===== config.mk =====
export PLATFORM = sky130hd
export DESIGN_NAME = linear_queue_with_cancel_flat
export DESIGN_NICKNAME = d
export VERILOG_FILES = /design/src/lqc_pkg.sv /design/src/lqc_if.sv /design/src/lqc_cell.sv /design/src/linear_queue_with_cancel.sv /design/src/flat_wrapper.sv
export SDC_FILE = /design/constraint.sdc
export NUM_CORES = 1
export LEC_CHECK = 0
export ABC_AREA = 1
export BUFFER_PORTS_ARGS = -buffer_cell sky130_fd_sc_hd__buf_2
export CORE_MARGIN = 5
export CORE_UTILIZATION = 30
export CTS_CLUSTER_DIAMETER = 60
export DETAILED_ROUTE_END_ITERATION = 8
export PLACE_DENSITY_LB_ADDON = 0.15
export SYNTH_ARGS = -nofsm -noshare
export SYNTH_HDL_FRONTEND = slang
export SYNTH_SLANG_ARGS = --single-unit

===== constraint.sdc =====
create_clock -name clk_i -period 7.5 [get_ports clk_i]
set_input_delay 0.375 -clock clk_i [delete_from_list [all_inputs] [get_ports clk_i]]
set_output_delay 0.375 -clock clk_i [all_outputs]
set_load 0.1 [all_outputs]

===== src/lqc_pkg.sv =====
// Package with shared widths, request and status codes and cell control type.
`timescale 1ns / 1ps
`default_nettype none
package lqc_pkg;

  // Default sizing of the queue.
  localparam int unsigned DefDepth   = 8;
  localparam int unsigned DefIdWidth = 32;

  // Fixed widths of the channel fields.
  localparam int unsigned ReqW    = 2;
  localparam int unsigned TicketW = 32;
  localparam int unsigned StatusW = 2;
  localparam int unsigned CountW  = 4;

  // Request kinds; the fourth code is a no-op.
  typedef enum logic [ReqW-1:0] {
    REQ_ENQ    = 2'd0,
    REQ_DEQ    = 2'd1,
    REQ_CANCEL = 2'd2
  } req_e;

  // Response status codes.
  typedef enum logic [StatusW-1:0] {
    ST_DONE     = 2'd0,
    ST_FULL     = 2'd1,
    ST_EMPTY    = 2'd2,
    ST_NOTFOUND = 2'd3
  } status_e;

  // Operation broadcast from the control to every slot cell.
  typedef struct packed {
    logic enq;
    logic cancel;
    logic empty;
  } cell_op_t;

endpackage
`default_nettype wire


===== src/lqc_if.sv =====
// Valid/ready channel interfaces for queue requests and responses.
`timescale 1ns / 1ps
`default_nettype none
interface lqc_req_if;
  logic                        valid;
  logic                        ready;
  logic [lqc_pkg::ReqW-1:0]    req_type;
  logic [lqc_pkg::TicketW-1:0] ticket_id;

  modport source (output valid, output req_type, output ticket_id, input ready);
  modport sink (input valid, input req_type, input ticket_id, output ready);
endinterface

interface lqc_rsp_if;
  logic                        valid;
  logic                        ready;
  logic [lqc_pkg::StatusW-1:0] status;
  logic [lqc_pkg::TicketW-1:0] out_ticket;
  logic [lqc_pkg::CountW-1:0]  pending_count;

  modport source (output valid, output status, output out_ticket, output pending_count,
                  input ready);
  modport sink (input valid, input status, input out_ticket, input pending_count,
                output ready);
endinterface
`default_nettype wire


===== src/lqc_cell.sv =====
// One queue slot: holds an identifier, matches it and shifts from its upper neighbor.
`timescale 1ns / 1ps
`default_nettype none
module lqc_cell #(
  parameter int unsigned CELL_IDX = 0,
  parameter int unsigned PTR_W    = 3,
  parameter int unsigned ID_WIDTH = 32
) (
  input  wire                  clk_i,
  input  wire lqc_pkg::cell_op_t op_i,
  input  wire [PTR_W-1:0]      head_i,
  input  wire [PTR_W-1:0]      tail_i,
  input  wire [ID_WIDTH-1:0]   id_i,
  input  wire                  found_i,
  input  wire [ID_WIDTH-1:0]   next_data_i,
  output logic                 found_o,
  output logic [ID_WIDTH-1:0]  data_o,
  output logic [ID_WIDTH-1:0]  rd_data_o
);
  import lqc_pkg::*;

  localparam logic [PTR_W-1:0] IdxP  = PTR_W'(CELL_IDX);
  localparam logic [PTR_W-1:0] PrevP = PTR_W'(CELL_IDX - 1);

  logic [ID_WIDTH-1:0] data_q, data_d;
  logic                in_range;
  logic                match;
  logic                shift;
  logic                wr;

  // Occupancy, match and the first-match chain.
  always_comb begin
    in_range = !op_i.empty && (IdxP >= head_i) && (IdxP <= tail_i);
    match    = op_i.cancel && in_range && (data_q == id_i);
    found_o  = found_i || match;
    shift    = op_i.cancel && found_o && (IdxP < tail_i);
  end

  // Write on enqueue: slot 0 of an empty queue, else the slot past the tail.
  always_comb begin
    if (op_i.empty) begin
      wr = op_i.enq && (CELL_IDX == 0);
    end else begin
      wr = op_i.enq && (CELL_IDX != 0) && (tail_i == PrevP);
    end
  end

  // Next slot contents.
  always_comb begin
    if (wr) begin
      data_d = id_i;
    end else if (shift) begin
      data_d = next_data_i;
    end else begin
      data_d = data_q;
    end
  end

  always_ff @(posedge clk_i) begin
    data_q <= data_d;
  end

  // Data handed down to the lower neighbor, and the head read contribution.
  assign data_o    = data_q;
  assign rd_data_o = (!op_i.empty && head_i == IdxP) ? data_q : '0;

endmodule
`default_nettype wire


===== src/linear_queue_with_cancel.sv =====
// Linear ticket queue with dequeue and cancel by identifier, built as a chain of slot cells.
//
// Requests arrive on req_i (req_type, ticket_id) with valid/ready. Enqueue appends at the
// tail and answers full once the tail sits in the last slot, even after dequeues. Dequeue
// returns the head entry; cancel removes the first entry equal to ticket_id, and the cells
// above it shift down one place in the same cycle. Every transaction on req_i gives exactly
// one response on rsp_o (status, out_ticket, pending_count).
// The response sits in an output register from the cycle after the request is taken. Throughput
// is one request per cycle while the receiver keeps up; the critical path is the identifier
// compare in every cell and the first-match chain running across all DEPTH cells.
// If the receiver stalls, the response is held and req_i.ready stays low until it is taken;
// a request is accepted in the same cycle that the held response leaves.
// Reset empties the queue at once (head and tail to slot 0) and clears the response valid;
// slot contents are not cleared since no request can read an unwritten slot.
// Request kind 3 changes nothing and answers done with the current count.
`timescale 1ns / 1ps
`default_nettype none
module linear_queue_with_cancel #(
  parameter int unsigned DEPTH    = lqc_pkg::DefDepth,
  parameter int unsigned ID_WIDTH = lqc_pkg::DefIdWidth
) (
  input  wire clk_i,
  input  wire rst_ni,
  lqc_req_if.sink   req_i,
  lqc_rsp_if.source rsp_o
);
  import lqc_pkg::*;

  localparam int unsigned PtrW = (DEPTH > 1) ? $clog2(DEPTH) : 1;
  localparam int unsigned CntW = $clog2(DEPTH + 1);
  localparam logic [PtrW-1:0] LastP = PtrW'(DEPTH - 1);

  logic [PtrW-1:0] head_q, head_d, tail_q, tail_d;
  logic            empty_q, empty_d;
  logic            fire;
  logic [ID_WIDTH-1:0] id;
  cell_op_t        op;

  logic [DEPTH:0]      found_chain;
  logic [ID_WIDTH-1:0] cell_data [DEPTH+1];
  logic [ID_WIDTH-1:0] cell_rd [DEPTH];
  logic [ID_WIDTH-1:0] head_data;

  logic                out_valid_q;
  logic [StatusW-1:0]  status_q, status_d;
  logic [TicketW-1:0]  ticket_q, ticket_d;
  logic [CountW-1:0]   count_q;
  logic [CntW-1:0]     count_d;

  assign req_i.ready = !out_valid_q || rsp_o.ready;
  assign fire        = req_i.valid && req_i.ready;
  assign id          = ID_WIDTH'(req_i.ticket_id);

  // Broadcast operation to the cells, only on an accepted transaction.
  always_comb begin
    op.enq    = fire && (req_i.req_type == REQ_ENQ);
    op.cancel = fire && (req_i.req_type == REQ_CANCEL);
    op.empty  = empty_q;
  end

  // Row of slot cells; the match chain runs upward, data moves downward.
  assign found_chain[0]   = 1'b0;
  assign cell_data[DEPTH] = '0;

  for (genvar g = 0; g < DEPTH; g++) begin : g_cell
    lqc_cell #(
      .CELL_IDX (g),
      .PTR_W    (PtrW),
      .ID_WIDTH (ID_WIDTH)
    ) u_cell (
      .clk_i       (clk_i),
      .op_i        (op),
      .head_i      (head_q),
      .tail_i      (tail_q),
      .id_i        (id),
      .found_i     (found_chain[g]),
      .next_data_i (cell_data[g+1]),
      .found_o     (found_chain[g+1]),
      .data_o      (cell_data[g]),
      .rd_data_o   (cell_rd[g])
    );
  end

  // Head entry read: at most one cell drives a nonzero value.
  always_comb begin
    head_data = '0;
    for (int i = 0; i < DEPTH; i++) begin
      head_data = head_data | cell_rd[i];
    end
  end

  // Pointer update and response.
  always_comb begin
    head_d   = head_q;
    tail_d   = tail_q;
    empty_d  = empty_q;
    status_d = ST_DONE;
    ticket_d = '0;
    case (req_i.req_type)
      REQ_ENQ: begin
        if (empty_q) begin
          head_d  = '0;
          tail_d  = '0;
          empty_d = 1'b0;
        end else if (tail_q == LastP) begin
          status_d = ST_FULL;
        end else begin
          tail_d = tail_q + 1'b1;
        end
      end
      REQ_DEQ: begin
        if (empty_q) begin
          status_d = ST_EMPTY;
        end else begin
          ticket_d = TicketW'(head_data);
          if (head_q >= tail_q) begin
            head_d  = '0;
            tail_d  = '0;
            empty_d = 1'b1;
          end else begin
            head_d = head_q + 1'b1;
          end
        end
      end
      REQ_CANCEL: begin
        if (empty_q) begin
          status_d = ST_EMPTY;
        end else if (!found_chain[DEPTH]) begin
          status_d = ST_NOTFOUND;
        end else begin
          ticket_d = TicketW'(id);
          if (tail_q <= head_q) begin
            head_d  = '0;
            tail_d  = '0;
            empty_d = 1'b1;
          end else begin
            tail_d = tail_q - 1'b1;
          end
        end
      end
      default: begin
      end
    endcase
    if (empty_d) begin
      count_d = '0;
    end else begin
      count_d = CntW'(tail_d) - CntW'(head_d) + 1'b1;
    end
  end

  // Queue pointers.
  always_ff @(posedge clk_i or negedge rst_ni) begin
    if (!rst_ni) begin
      head_q  <= '0;
      tail_q  <= '0;
      empty_q <= 1'b1;
    end else if (fire) begin
      head_q  <= head_d;
      tail_q  <= tail_d;
      empty_q <= empty_d;
    end
  end

  // Response register.
  always_ff @(posedge clk_i or negedge rst_ni) begin
    if (!rst_ni) begin
      out_valid_q <= 1'b0;
    end else if (fire) begin
      out_valid_q <= 1'b1;
    end else if (rsp_o.ready) begin
      out_valid_q <= 1'b0;
    end
  end

  always_ff @(posedge clk_i) begin
    if (fire) begin
      status_q <= status_d;
      ticket_q <= ticket_d;
      count_q  <= CountW'(count_d);
    end
  end

  assign rsp_o.valid         = out_valid_q;
  assign rsp_o.status        = status_q;
  assign rsp_o.out_ticket    = ticket_q;
  assign rsp_o.pending_count = count_q;

`ifndef ASSERT_OFF
  // An empty queue always has both pointers on the first slot.
  a_empty_ptrs : assert property (@(posedge clk_i) disable iff (!rst_ni)
    empty_q |-> (head_q == '0) && (tail_q == '0))
    else $error("empty queue with pointers off slot 0");

  // A non-empty queue never has its head past its tail.
  a_order : assert property (@(posedge clk_i) disable iff (!rst_ni)
    !empty_q |-> (head_q <= tail_q))
    else $error("head past tail");

  // Enqueue into an empty queue leaves exactly one entry in slot 0.
  a_first_enq : assert property (@(posedge clk_i) disable iff (!rst_ni)
    (fire && req_i.req_type == REQ_ENQ && empty_q) |=> !empty_q && (tail_q == '0))
    else $error("first enqueue misplaced");

  // A response reporting an empty queue carries no ticket and a zero count.
  a_empty_rsp : assert property (@(posedge clk_i) disable iff (!rst_ni)
    (out_valid_q && status_q == ST_EMPTY) |-> (ticket_q == '0) && (count_q == '0))
    else $error("empty response with ticket or count");
`endif

endmodule
`default_nettype wire


===== src/flat_wrapper.sv =====
// flat-port wrapper written by rule: the top's interface ports become plain ports
module linear_queue_with_cancel_flat import lqc_pkg::*;
#(
  parameter int unsigned DEPTH    = lqc_pkg::DefDepth,
  parameter int unsigned ID_WIDTH = lqc_pkg::DefIdWidth
)
  (clk_i, rst_ni, req_i_valid, req_i_req_type, req_i_ticket_id, req_i_ready, rsp_o_valid, rsp_o_status, rsp_o_out_ticket, rsp_o_pending_count, rsp_o_ready);
  lqc_req_if req_i_i ();
  lqc_rsp_if rsp_o_i ();
  input  wire clk_i;
  input  wire rst_ni;
  input wire logic [$bits(req_i_i.valid)-1:0] req_i_valid;
  input wire logic [$bits(req_i_i.req_type)-1:0] req_i_req_type;
  input wire logic [$bits(req_i_i.ticket_id)-1:0] req_i_ticket_id;
  output wire logic [$bits(req_i_i.ready)-1:0] req_i_ready;
  output wire logic [$bits(rsp_o_i.valid)-1:0] rsp_o_valid;
  output wire logic [$bits(rsp_o_i.status)-1:0] rsp_o_status;
  output wire logic [$bits(rsp_o_i.out_ticket)-1:0] rsp_o_out_ticket;
  output wire logic [$bits(rsp_o_i.pending_count)-1:0] rsp_o_pending_count;
  input wire logic [$bits(rsp_o_i.ready)-1:0] rsp_o_ready;
  assign req_i_i.valid = req_i_valid;
  assign req_i_i.req_type = req_i_req_type;
  assign req_i_i.ticket_id = req_i_ticket_id;
  assign req_i_ready = req_i_i.ready;
  assign rsp_o_valid = rsp_o_i.valid;
  assign rsp_o_status = rsp_o_i.status;
  assign rsp_o_out_ticket = rsp_o_i.out_ticket;
  assign rsp_o_pending_count = rsp_o_i.pending_count;
  assign rsp_o_i.ready = rsp_o_ready;
  linear_queue_with_cancel #(.DEPTH(DEPTH), .ID_WIDTH(ID_WIDTH)) u_core (.clk_i(clk_i), .rst_ni(rst_ni), .req_i(req_i_i), .rsp_o(rsp_o_i));
endmodule

# Word level (Yosys, flattened, before mapping)
# Cells that the tools add are included.
# word_totals
input_bits	38
output_inout_bits	40
elab_cells	230
ff_bits	302
# classes
n_eq_ne	24
n_reduce_logical	88
muxes	65
add_sub_neg	5
n_lt_le_gt_ge	26
bitwise_logic	7
# ops
op	n
$mux 32	27
$eq 32x32->1	8
$or 32x32->32	7
$logic_and 1x1->1	66
$pmux 32 s2	1
$mux 3	13
$eq 3x3->1 const B	8
$pmux 3 s3	2
$reduce_bool 2->1	9
$mux 1	16
$eq 3x2->1 const B	4
$ge 3x3->1 const A	4
$le 3x3->1 const A	4
$lt 3x3->1 const A	4
$logic_or 1x1->1	8
$mux 2	4
$add 3x1->3 const B	2
$eq 3x1->1 const B	2
$ge 1x3->1 const A	2
$ge 2x3->1 const A	2
$le 1x3->1 const A	2
$le 2x3->1 const A	2
$logic_not 3->1	2
$lt 1x3->1 const A	2
other kinds (12)	14

# Logic depth before layout (Yosys ltp)
# Gate-level depths: netlist of the first run.
# depth
depth_word	18
ltp_mapped	25
mapped_depth_nobuf	24

# Hierarchy
# From an unflattened synthesis of the first run, not the netlist that was laid out.
# hier_totals
hier_cells	2742
area_unflattened_um2	20358.3
# by_module_without_submodules
mod	seq_area_each_um2	instances	cells_per_inst	area_per_inst_um2
linear_queue_with_cancel	1342.5	1	386	3042.9
lqc_cell at u_core.g_cell[6].u_cell	960.9	1	292	2200.9
lqc_cell at u_core.g_cell[7].u_cell	960.9	1	278	2195.9
lqc_cell at u_core.g_cell[5].u_cell	960.9	1	328	2187.1
lqc_cell at u_core.g_cell[3].u_cell	960.9	1	256	2168.3
lqc_cell at u_core.g_cell[1].u_cell	960.9	1	313	2153.3
lqc_cell at u_core.g_cell[2].u_cell	960.9	1	310	2149.6
lqc_cell at u_core.g_cell[4].u_cell	960.9	1	290	2137.0
lqc_cell at u_core.g_cell[0].u_cell	960.9	1	289	2123.3

# Least setup slack after synthesis of the first run
# OpenSTA, ideal clock, no wires.
# synth_path
path_kind	reg2reg
startpoint	register u_core.out_valid_q (netlist: u_core.rsp_o.valid)
endpoint	register u_core.g_cell[3].u_cell.data_q[0] (enable)
synth_period_minus_slack_ns	5.375
t_required_ns	7.034
arrival_ns	4.910
path_buffers	0
stages_incl_launch_ff	11
setup_slack_ns	2.125
setup_time_ns	0.466
path_cell_list	dfrtp_1 nand2_1 nand2_4 nor2_4 inv_2 nor2_1 nand3_1 or2_0 nor2_1 nor2_1 o21ai_0
# synth_between
elab_chain_cells	12
word_cells_on_any_way	21
classes_between	1 x mux; 20 x reduce/logical
# synth_rtl
item	line	text
start: declaration	linear_queue_with_cancel.sv:44	logic out_valid_q;
start signal: assignment	linear_queue_with_cancel.sv:167	out_valid_q <= 1'b0;
start signal: assignment	linear_queue_with_cancel.sv:169	out_valid_q <= 1'b1;
start signal: assignment	linear_queue_with_cancel.sv:171	out_valid_q <= 1'b0;
$logic_not 1->1 (*)	linear_queue_with_cancel.sv:50	assign req_i.ready = !out_valid_q || rsp_o.ready;
$logic_or 1x1->1 (*)	linear_queue_with_cancel.sv:50	
via req_i_ready	flat_wrapper.sv:15	output wire logic [$bits(req_i_i.ready)-1:0] req_i_ready;
$logic_and 1x1->1 (*)	linear_queue_with_cancel.sv:51	assign fire = req_i.valid && req_i.ready;
$logic_and 1x1->1	linear_queue_with_cancel.sv:57	op.cancel = fire && (req_i.req_type == REQ_CANCEL);
$logic_and 1x1->1 (2 in series)	lqc_cell.sv:34	match = op_i.cancel && in_range && (data_q == id_i);
$logic_or 1x1->1 (3 in series)	lqc_cell.sv:35	found_o = found_i || match;
$logic_and 1x1->1 (2 in series)	lqc_cell.sv:36	shift = op_i.cancel && found_o && (IdxP < tail_i);
$reduce_bool 2->1 (no source line) (*)	-	
end signal: assignment	lqc_cell.sv:60	data_q <= data_d;
end: declaration	lqc_cell.sv:25	logic [ID_WIDTH-1:0] data_q, data_d;
# Mark *: on every way through the listed nets, which the timed path passes. The rest lies on a longest branch.
# A chain may end at the register's enable or synchronous reset.

# Worst setup path after layout of the first run
# layout_path
startpoint	register u_core.tail_q[1]
endpoint	register u_core.count_q[3] (netlist: u_core.rsp_o.pending_count[3]) (data pin)
# layout_between
elab_chain_cells	16
word_cells_on_any_way	66
classes_between	4 x add/sub; 10 x order compare; 1 x eq/ne; 20 x mux; 31 x reduce/logical
# layout_rtl
item	line	text
start: declaration	linear_queue_with_cancel.sv:33	logic [PtrW-1:0] head_q, head_d, tail_q, tail_d;
start signal: assignment	linear_queue_with_cancel.sv:159	tail_q <= tail_d;
$le 1x3->1	lqc_cell.sv:33	in_range = !op_i.empty && (IdxP >= head_i) && (IdxP <= tail_i);
$logic_and 1x1->1	lqc_cell.sv:33	
$logic_and 1x1->1 (2 in series)	lqc_cell.sv:34	
$logic_or 1x1->1 (7 in series)	lqc_cell.sv:35	
$mux 3	linear_queue_with_cancel.sv:128	end else if (!found_chain[DEPTH]) begin
$mux 3	linear_queue_with_cancel.sv:126	if (empty_q) begin
$pmux 3 s3	linear_queue_with_cancel.sv:99	case (req_i.req_type)
$sub 3x3->4	linear_queue_with_cancel.sv:147	count_d = CntW'(tail_d) - CntW'(head_d) + 1'b1;
$add 4x1->4	linear_queue_with_cancel.sv:147	
end signal: assignment	linear_queue_with_cancel.sv:179	count_q <= CountW'(count_d);
end: declaration	linear_queue_with_cancel.sv:47	logic [CountW-1:0] count_q;
# Several ways; a longest one is shown, not always the timed one.

==> results of run 1 <==
## path summary, 6_finish.rpt
path | from | to | slack [ns] | depth (start not counted)
worst max-delay path | u_core.tail_q[1] | u_core.rsp_o.pending_count[3] | 2.80 | 21
worst min-delay path | req_i_valid | u_core.rsp_o.valid | 0.13 | 3
worst max register to register | u_core.tail_q[1] | u_core.rsp_o.pending_count[3] | 2.80 | 21
worst min register to register | u_core.rsp_o.valid | u_core.rsp_o.valid | 0.58 | 2
max in group asynchronous | rst_ni | u_core.empty_q | 7.06 | 2
min in group asynchronous | rst_ni | u_core.tail_q[2] | 0.19 | 2
## synth_stat cells, drive strengths merged (21+ instances only)
cell	count
a21oi	60
buf	78
clkbuf	54
edfxtp	294
inv	338
nand2	811
nand3	115
nand4	107
nor2	251
nor3	46
nor4	34
o21ai	252
o22ai	79
o41ai	21
xnor2	85
xor2	30
## logic make-up (layout without fill, tap and decap cells)
group	after synthesis	in the layout
and+or+nand+nor	1398	1398
buffers and inverters	474	531
AOI/OAI and AO/OA	449	449
DFF	302	302
xor gates and xnor gates	115	115
adders and majority gates	21	21
other	0	1
## flip-flops by register name (all words and copies together), names as in the netlist
| name | count |
|---|---|
| u_core.g_cell.u_cell.data_o | 256 |
| u_core.rsp_o.out_ticket | 32 |
| u_core.empty_q | 1 |
| u_core.rsp_o.status | 2 |
| u_core.tail_q | 3 |
| u_core.head_q | 3 |
| u_core.rsp_o.valid | 1 |
| u_core.rsp_o.pending_count | 4 |
## layout make-up
type | count | share of cell area [%]
diodes | 1 | 0.01056
clock buffers | 56 | 4.928
clock inverters | 23 | 0.7869
inverters | 342 | 5.419
multi-input cells | 1983 | 43.09
flip-flops and latches | 302 | 38.12
well taps | 940 | 4.965
repair buffers | 110 | 2.683
## per-layer routing
layer	vias up	GRT usage [%]
li1	9327	-
met1	10630	46.29
met2	1349	50.27
met3	256	4.859
met4	4	12.97
met5	-	0
## critical path: cells and delay by family (launching register included)
family | cells | cell delay (ns)
XOR/XNOR | 1 | 0.16
buffers and inverters | 4 | 0.65
AND/OR/NAND/NOR | 13 | 1.95
adder cells (fa/ha/maj) | 3 | 0.95
flip-flops | 1 | 0.73
## stage by stage
stage | total power, µW | util [%] | hold slack [ns] | area, µm²
2_1_floorplan | 2639 | - | 0.07941 | 21140
3_5_place_dp | 3120 | 31.93 | 0.2506 | 22320
3_3_place_gp | 3132 | 31.93 | 0.2482 | 22320
5_1_grt | 5262 | 33.88 | 0.1369 | 23690
6_report | 5135 | 33.89 | 0.1313 | 23690
4_1_cts | 5136 | 33.88 | 0.1160 | 23690
## power by group
| part | internal (µW) | switching (µW) | total [µW] |
|---|---|---|---|
| Clock | 1170 | 838 | 2010 |
| Sequential | 1890 | 60.4 | 1950 |
| Combinational | 234 | 939 | 1170 |
| Total | 3300 | 1840 | 5130 |
==> summary.md, run 1 <==
| Metric | Value |
|---|---|
| Status | `complete, no violations` |
| Pre-CTS setup slack | `2.996 ns` |
| Count of non-filler cells in the finished layout | `3757` |
| Mapped Cells | `2759` |
| Critical path arrival | `5.02 ns` |
| RSZ-0062 raised after global routing | `false` |
| Routed Antenna Nets | `0` |
| Die Area | `75860 µm²` |
| Hold Buf Count CTS | `1` |
| Pre-antenna DRT Iters | `6` |
| Number of CTS-inserted buffers | `45` |
| Post-cts sizing count | `0` |
| Vias/cell | `5.740` |
| Crit-path cells | `inv_1, ha_1, inv_1, nand2_1, nand4_1, nor2_1, nand3_1, nand3_1, nor2_1, nand3_1, inv_1, nand3_1, nand2_1, nand3_1, nand2_1, nand2_1, ha_1, inv_1, fa_1, xnor2_1, nor2_1` |
| Syn-to-layout area delta | `12.08%` |
| Die Width | `275.4 µm` |
| First-pass GRT wire length | `170900 µm` |
| Post-CTS Setup Inserts | `0` |
| Port Buffers | `77` |
| Die height | `275.4 µm` |
| Mux contribution to synthesized area | `0%` |
| Mean Syn Cell Area | `7.661 µm²` |
| CTS tree | `done` |
| I/O pin count | `78` |
| Adder and majority gate portion of the synthesized area | `1.279%` |
| Final WS setup | `2.805 ns` |
| VDD IR max | `0.0001349 V` |
| # clock sinks | `302` |
| # rows | `97` |
| WL met2 | `55600 µm` |
| Ys async rst share | `2.649%` |
| Final min period | `4.695 ns` |
| Post-synthesis sequential area ratio | `42.72%` |
| Largest family of logic cells by synthesized area | `simple AND/OR/NAND/NOR gates` |
| Pwr dens | `216.7 nW/µm²` |
| Cell total after placement | `3676` |
| Commonest non-fill, non-tap cell in the layout | `nand2_1` |
| Total area of sequential cells | `9030 µm²` |
| Flops & latches, synth | `302` |
| Initial antenna violation count | `5` |
| Tcrit/Tclk final | `62.60%` |
| Fill cells | `7512` |
| Most frequent cells in the layout | `nand2_1, inv_1, edfxtp_1` |
| Dominant cell type by area after synthesis | `edfxtp_1` |
| Most used cell, CP | `nand3_1` |
| Worst min-delay path class | `input pin to flip-flop` |
| Residual DRC | `0` |
| Met3 wire length | `10910 µm` |
| Slew margin rel. | `18.73%` |
| Yosys warnings | `0` |
| Slowest Stage Delay on Critical Path | `0.73 ns` |
| Area of the multi-input gates | `10210 µm²` |
| Main flop type after synthesis | `edfxtp_1` |
| Drt wl/cell | `33.96 µm` |
| Fin. Hold Viols | `0` |
| EDFF count, synth | `294` |
| Synth cell types | `60` |
| Wl on met1 | `54940 µm` |
| Vias in the first global route | `19.91k` |
| Critical Path RT | `7.82 ns` |
| Core box area | `69910 µm²` |
| Fmax | `213.0 MHz` |
| WS Path Type | `flip-flop to flip-flop` |
| Final net count | `2843` |
| Initial Util | `30.24%` |
| Clk slew on worst S/H paths | `0.05 ns` |
| Top cell type's share of synthesized area | `41.77%` |
| CP max FO | `11` |
| Worst skew pair latency | `0.59 ns` |
| Top post-synthesis cells by area | `edfxtp_1, nand2_1, o21ai_0` |
| Critical Path Slowest Stage Cell | `dfrtp_1` |
| XOR/XNOR Fraction of Synth Area | `4.943%` |
| H-tree depth | `2` |
| Tot GR Track Use | `32.68%` |
| Finish-stage setup viols | `0` |
| Share of cells above drive strength 1 | `11.12%` |
| Total grt overflow | `0` |
| Clock buffer depth | `3` |
| Slew Limit Fails | `0` |
| Area of the mapped netlist | `21140 µm²` |
| Post-DP HPWL | `96100 µm` |
| Worst-margin pin slew | `1.217 ns` |
| Starting DRT DRC Count | `3107` |
| Simple-gate area share of the yosys netlist | `28.82%` |
| Setup tns final | `0 ns` |
| Clock root cell | `clkbuf_16` |
| Highest metal used | `met5` |
| Crit path capture type | `flip-flop` |
| Largest net degree at the start of global routing | `65` |
| WL final | `127600 µm` |
| Compound-Gate Fraction of Synth Area | `12.57%` |
| Routability congestion estimate from global placement | `1.080` |
| Via Count | `21.56k` |
| P_leak | `0.009267 µW` |
| Clock skew | `0.02582 ns` |
| Max cap viols | `0` |
| Synthesized Nets | `2818` |
| Worst Setup Start Kind | `flip-flop` |
(Power assumes the default switching activity.)
==> run 2: changes to the inputs <==
--- a/config.mk
+++ b/config.mk
@@ -5,7 +5,7 @@
 export SDC_FILE = /design/constraint.sdc
 export NUM_CORES = 1
 export LEC_CHECK = 0
-export ABC_AREA = 1
+export ABC_AREA = 0
 export BUFFER_PORTS_ARGS = -buffer_cell sky130_fd_sc_hd__buf_2
 export CORE_MARGIN = 5
 export CORE_UTILIZATION = 30
==> constraint.sdc (replaced) <==
create_clock -name clk_i -period 4.78 [get_ports clk_i]
set_input_delay 0.239 -clock clk_i [delete_from_list [all_inputs] [get_ports clk_i]]
set_output_delay 0.239 -clock clk_i [all_outputs]
set_load 0.1 [all_outputs]
==> summary.md, run 2 <==
| Metric | Value |
|---|---|
| Initial antenna violation count | `2` |
| Tot GR Track Use | `25.72%` |
| Area of the mapped netlist | `18770 µm²` |
| Die Area | `67670 µm²` |
| CP max FO | `7` |
| Final min period | `4.536 ns` |
| Synth cell types | `64` |
| P_leak | `0.007742 µW` |
| Setup tns final | `0 ns` |
| Commonest non-fill, non-tap cell in the layout | `edfxtp_1` |
| Clock buffer depth | `3` |
| Top cell type's share of synthesized area | `47.03%` |
| R2R Path Start | `u_core.head_q[0]` |
| Starting DRT DRC Count | `1466` |
| Worst min-delay path class | `input pin to asynchronous set/reset pin` |
| Synthesized Nets | `1660` |
| Fmax | `220.5 MHz` |
| Final WS setup | `0.2440 ns` |
| Pwr dens | `395.1 nW/µm²` |
| Count of non-filler cells in the finished layout | `2556` |
| I/O pin count | `78` |
| Vias/cell | `5.748` |
| Most frequent cells in the layout | `edfxtp_1, mux2_2, xnor2_1` |
| Max cap viols | `0` |
| # diodes | `0` |
| Worst skew pair latency | `0.58 ns` |
| Routed Antenna Nets | `0` |
| Yosys warnings | `0` |
| Top-count cell post-synth | `edfxtp_1` |
| Finish-stage setup viols | `0` |
| Worst R2R Path Depth | `17` |
| Dominant cell type by area after synthesis | `edfxtp_1` |
| Number of CTS-inserted buffers | `43` |
| Delay-heaviest family, CP | `compound AO/OA/AOI/OAI gates` |
| Via Count | `14.69k` |
| Post-DP HPWL | `65980 µm` |
| CTS tree | `done` |
| Tcrit/Tclk final | `94.90%` |
| EDFF count, synth | `294` |
| Fin. Hold Viols | `0` |
| Ys async rst share | `2.649%` |
| Pre-CTS setup slack | `0.3096 ns` |
| Core box area | `61830 µm²` |
| Die Width | `260.1 µm` |
| Buf+Inv Stages, Crit Path | `3` |
| Slowest Stage Delay on Critical Path | `0.78 ns` |
| Post-synthesis sequential area ratio | `48.11%` |
| Syn-to-layout area delta | `16.62%` |
| Share of cells above drive strength 1 | `29.38%` |
| Top post-synthesis cells by area | `edfxtp_1, mux2_2, xnor2_1` |
| Critical R2R Capture | `u_core.rsp_o.pending_count[3]` |
| Mapped Cells | `1601` |
| Util after Layout | `35.41%` |
| Critical Path Slowest Stage Cell | `or4_2` |
| Largest net degree at the start of global routing | `49` |
| Crit-path cells | `inv_1, ha_1, o21bai_1, o211ai_1, nor4_1, and4_1, or4_2, o21bai_1, a21oi_1, o21ai_0, ha_1, inv_1, ha_1, inv_1, fa_1, xnor2_1, nor2_1` |
| Pre-antenna DRT Iters | `8` |
| Cell total after placement | `2477` |
| Status | `complete, no violations` |
| Critical Path RT | `5.09 ns` |
| Residual DRC | `0` |
| Port Buffers | `77` |
| Initial Util | `30.36%` |
| Critical path arrival | `4.84 ns` |
| Flops & latches, synth | `302` |
| Clock skew | `0.02204 ns` |
| Clock root cell | `clkbuf_16` |
| Max reg flops | `256` |
| RSZ-0062 raised after global routing | `false` |
| Most instantiated cells after synthesis | `edfxtp_1, mux2_2, xnor2_1` |
| Reg-to-reg slack, setup | `0.24 ns` |
| Final net count | `1746` |
| VDD IR max | `0.0002023 V` |
| WL final | `89340 µm` |
| Routability congestion estimate from global placement | `1.062` |
| Worst-margin pin slew | `1.106 ns` |
| Worst Setup Start Kind | `flip-flop` |
| Slew margin rel. | `25.62%` |
| # rows | `91` |
| Die height | `260.1 µm` |
| Clk slew on worst S/H paths | `0.06 ns` |
| H-tree depth | `2` |
| Vias in the first global route | `14.65k` |
| Crit path capture type | `flip-flop` |
| Main flop type after synthesis | `edfxtp_1` |
| Mean Syn Cell Area | `11.72 µm²` |
| Slew Limit Fails | `0` |
| First-pass GRT wire length | `122600 µm` |
| # clock sinks | `302` |
| WS Path Type | `flip-flop to flip-flop` |
| Total grt overflow | `0` |
| Drt wl/cell | `34.95 µm` |
## run 2: cells by family (layout without fill, tap and decap cells)
| logic type | Yosys count | count (layout) | synth area share (%) |
|---|---|---|---|
| and+or+nand+nor | 388 | 388 | 12.51 |
| DFF | 302 | 302 | 48.11 |
| xor gates and xnor gates | 257 | 257 | 12.03 |
| muxes | 226 | 226 | 13.55 |
| AOI/OAI and AO/OA | 220 | 220 | 8.272 |
| buffers and inverters | 187 | 305 | 4.093 |
| adders and majority gates | 21 | 21 | 1.440 |
## run 2: timing repair
| item | 4_1_cts | 5_1_grt |
|---|---|---|
| resized for setup | 0 | 0 |
| setup buffers | 0 | 0 |
| endpoints found under the setup margin | 0 | 0 |
| hold buffers | 2 | 0 |
| hold endpoints to repair | 9 | 0 |
## run 2: per-stage QoR
| step | area [µm²] | hold slack (ns) | power [µW] |
|---|---|---|---|
| 2_1_floorplan | 18780 | -0.05659 | 4551 |
| 3_3_place_gp | 20510 | 0.1219 | 5553 |
| 3_5_place_dp | 20510 | 0.1197 | 5535 |
| 4_1_cts | 21890 | 0.05438 | 8687 |
| 5_1_grt | 21890 | 0.07384 | 8925 |
| 6_report | 21890 | 0.07511 | 8648 |
## run 2: worst max path at each step
stage,start,cells past startpoint,slack [ns],endpoint
5_1_grt,u_core.head_q[0],17,0.09,u_core.rsp_o.pending_count[3]
3_3_place_gp,req_i_ticket_id[21],16,0.25,u_core.rsp_o.pending_count[3]
4_1_cts,u_core.head_q[0],17,0.32,u_core.rsp_o.pending_count[3]
6_report,u_core.head_q[0],17,0.24,u_core.rsp_o.pending_count[3]
3_5_place_dp,req_i_ticket_id[21],16,0.31,u_core.rsp_o.pending_count[3]
2_1_floorplan,u_core.rsp_o.valid,15,0.26,u_core.rsp_o.pending_count[3]
## run 2: where the power goes
part | switching, µW | internal (µW) | total [µW]
clock network | 1300 | 1830 | 3130
registers | 58.4 | 2990 | 3050
logic | 1740 | 734 | 2470
## run 2: area by class of cell
class                           count  area [µm²]
Fill cell                        6149       39940
Clock inverter                     22       209.0
Inverter                           50       187.7
Multi-Input combinational cell   1112        9102
Tap cell                          837        1047
Timing Repair Buffer              178        1161
Sequential cell                   302        9030
Clock buffer                       55        1152
## run 2: layer usage
metal | global-route usage, % | part of all wire (%) | vias up
li1 | - | - | 6322
met1 | 35.24 | 44 | 7642
met5 | 0 | 0 | -
met3 | 3.146 | 5.5 | 111
met2 | 43.39 | 48 | 617
met4 | 6.531 | 2.7 | 0
## run 2: worst register-to-register path, delay by kind of cell, from the launching register on
family	cells	cell delay [ns]
AND/OR/NAND/NOR	4	1.16
flip-flops	1	0.34
buffers and inverters	3	0.26
AO/OA/AOI/OAI	5	1.21
XOR/XNOR	1	0.16
adder cells (fa/ha/maj)	4	1.11
==> run 3: changes to the inputs <==
--- a/config.mk
+++ b/config.mk
@@ -9,9 +9,11 @@
 export BUFFER_PORTS_ARGS = -buffer_cell sky130_fd_sc_hd__buf_2
 export CORE_MARGIN = 5
 export CORE_UTILIZATION = 30
+export CTS_BUF_LIST = sky130_fd_sc_hd__clkbuf_8
 export CTS_CLUSTER_DIAMETER = 60
 export DETAILED_ROUTE_END_ITERATION = 8
 export PLACE_DENSITY_LB_ADDON = 0.15
 export SYNTH_ARGS = -nofsm -noshare
 export SYNTH_HDL_FRONTEND = slang
 export SYNTH_SLANG_ARGS = --single-unit
+export TNS_END_PERCENT = 1
==> summary.md, run 3 (synthesis results as in run 2) <==
| Metric | Value |
|---|---|
| Pwr dens | `364.2 nW/µm²` |
| Largest net degree at the start of global routing | `49` |
| Hold Path Depth | `2` |
| Core box area | `61830 µm²` |
| H-tree depth | `2` |
| Clk slew on worst S/H paths | `0.06 ns` |
| Max cap viols | `0` |
| CTS tree | `done` |
| Pre-CTS setup slack | `0.1574 ns` |
| Slew Limit Fails | `0` |
| Initial antenna violation count | `2` |
| Vias/cell | `5.682` |
| Clock root cell | `clkbuf_8` |
| Fill cells | `6156` |
| Crit path capture type | `flip-flop` |
| Number of CTS-inserted buffers | `58` |
| Clock skew | `0.04982 ns` |
| Share of cells above drive strength 1 | `29.55%` |
| # clock sinks | `302` |
| Final min period | `4.582 ns` |
| Via Count | `14.69k` |
| Final instance area | `21610 µm²` |
| P_leak | `0.007688 µW` |
| Routability congestion estimate from global placement | `1.011` |
| Tcrit/Tclk final | `95.86%` |
| # rows | `91` |
| Tot GR Track Use | `25.89%` |
| Critical Path RT | `5.16 ns` |
| Worst-margin pin slew | `0.9559 ns` |
| Syn-to-layout area delta | `15.13%` |
| Finish-stage setup viols | `0` |
| Total grt overflow | `0` |
| Starting DRT DRC Count | `1644` |
| I/O pin count | `78` |
| Setup tns final | `0 ns` |
| VDD IR max | `0.0002556 V` |
| Fin. Hold Viols | `0` |
| Max reg flops | `256` |
| Die Area | `67670 µm²` |
| RSZ-0062 raised after global routing | `false` |
| Final net count | `1761` |
| Vias in the first global route | `14.49k` |
| First-pass GRT wire length | `123500 µm` |
| Worst min-delay path class | `input pin to flip-flop` |
| Post-CTS Setup Inserts | `0` |
| WL final | `90040 µm` |
| Most frequent cells in the layout | `edfxtp_1, mux2_2, xnor2_1` |
| Fmax | `218.2 MHz` |
| Post-DP HPWL | `65960 µm` |
| Residual DRC | `0` |
| Drt wl/cell | `34.83 µm` |
| Status | `complete, no violations` |
| WS Path Type | `flip-flop to flip-flop` |
| Routed Antenna Nets | `0` |
| DP Area | `20540 µm²` |
| CP max FO | `5` |
| Critical path arrival | `4.96 ns` |
| Die Width | `260.1 µm` |
| Pre-antenna DRT Iters | `8` |
| Port Buffers | `77` |
| Slew margin rel. | `35.81%` |
| Worst Setup Start Kind | `flip-flop` |
| Die height | `260.1 µm` |
| Commonest non-fill, non-tap cell in the layout | `edfxtp_1` |
| Clock buffer depth | `3` |
| Initial Util | `30.36%` |
| Worst skew pair latency | `0.67 ns` |
| Worst R2R Path Depth | `16` |
| Final WS setup | `0.1977 ns` |
run 3: changes by cell type in the layout (fill, tap and decap cells not counted), moves of 3 or more:
cell	before	now
buf_12	1	5
buf_4	98	91
clkbuf_1	10	0
clkbuf_16	44	0
clkbuf_8	1	59
clkinv_1	3	15
clkinv_2	4	14
dlygate4sd3_1	2	5
inv_1	49	60
run 3: area by class of cell:
cell class	instances	area, µm²	area share (%)
well taps	837	1047	4.846
clock inverters	45	207.7	0.9611
diodes	2	5.005	0.02316
multi-input cells	1112	9102	42.12
inverters	50	187.7	0.8685
clock buffers	59	812.0	3.758
repair buffers	178	1219	5.639
flip-flops and latches	302	9030	41.78
run 3: power breakdown:
| group | leakage (µW) | switching [µW] | internal, µW | total [µW] |
|---|---|---|---|---|
| sequential | 0.00287 | 64.5 | 2990 | 3060 |
| clock | 0.000571 | 1220 | 1150 | 2370 |
| combinational | 0.00425 | 1730 | 714 | 2440 |
| total | 0.00769 | 3010 | 4860 | 7870 |
run 3: stage by stage:
step	power [µW]	hold WS [ns]	util (%)	std cells
after floorplan	4550	-0.05659	-	1601
after global placement	5549	0.1190	33.22	2474
after detailed placement	5528	0.1164	33.22	2474
after CTS	7924	0.02035	34.95	2583
after global routing	8176	0.05447	34.95	2585
final	7870	0.07336	34.95	2585
run 3: routing by layer:
| layer | track usage [%] | up-vias | part of all wire (%) | wire length [µm] |
|---|---|---|---|---|
| li1 | - | 6340 | - | - |
| met1 | 35.72 | 7585 | 44 | 39720 |
| met2 | 42.74 | 629 | 47 | 42330 |
| met3 | 3.709 | 133 | 5.7 | 5176 |
| met4 | 7.118 | 0 | 3.1 | 2819 |
| met5 | 0 | - | 0 | 0 |
run 3: repair_timing:
action	4_1_cts	5_1_grt
hold endpoints to repair	16	0
hold buffers	5	0
resized for setup	0	0
run 3: final timing paths:
path                                                    from  slack, ns                                 end
max                                         u_core.tail_q[1]       0.20       u_core.rsp_o.pending_count[3]
min                                      req_i_ticket_id[20]       0.07  u_core.g_cell[7].u_cell.data_o[20]
max reg2reg                                 u_core.tail_q[1]       0.20       u_core.rsp_o.pending_count[3]
min reg2reg                u_core.g_cell[1].u_cell.data_o[8]       0.63   u_core.g_cell[0].u_cell.data_o[8]
max in group asynchronous                             rst_ni       3.84                    u_core.head_q[2]
min in group asynchronous                             rst_ni       0.08                      u_core.empty_q
run 3: critical path, stage by stage, from the launching register on:
cell and delay [ns]:
dfrtp_1 0.35, inv_1 0.11, ha_1 0.30, nor3_1 0.60
nor4_1 0.10, and4_1 0.25, or4_2 0.76, o21bai_1 0.30
a21oi_1 0.13, o21ai_0 0.27, ha_1 0.29, inv_1 0.06
ha_1 0.14, inv_1 0.05, fa_1 0.39, xnor2_1 0.16
nor2_1 0.05
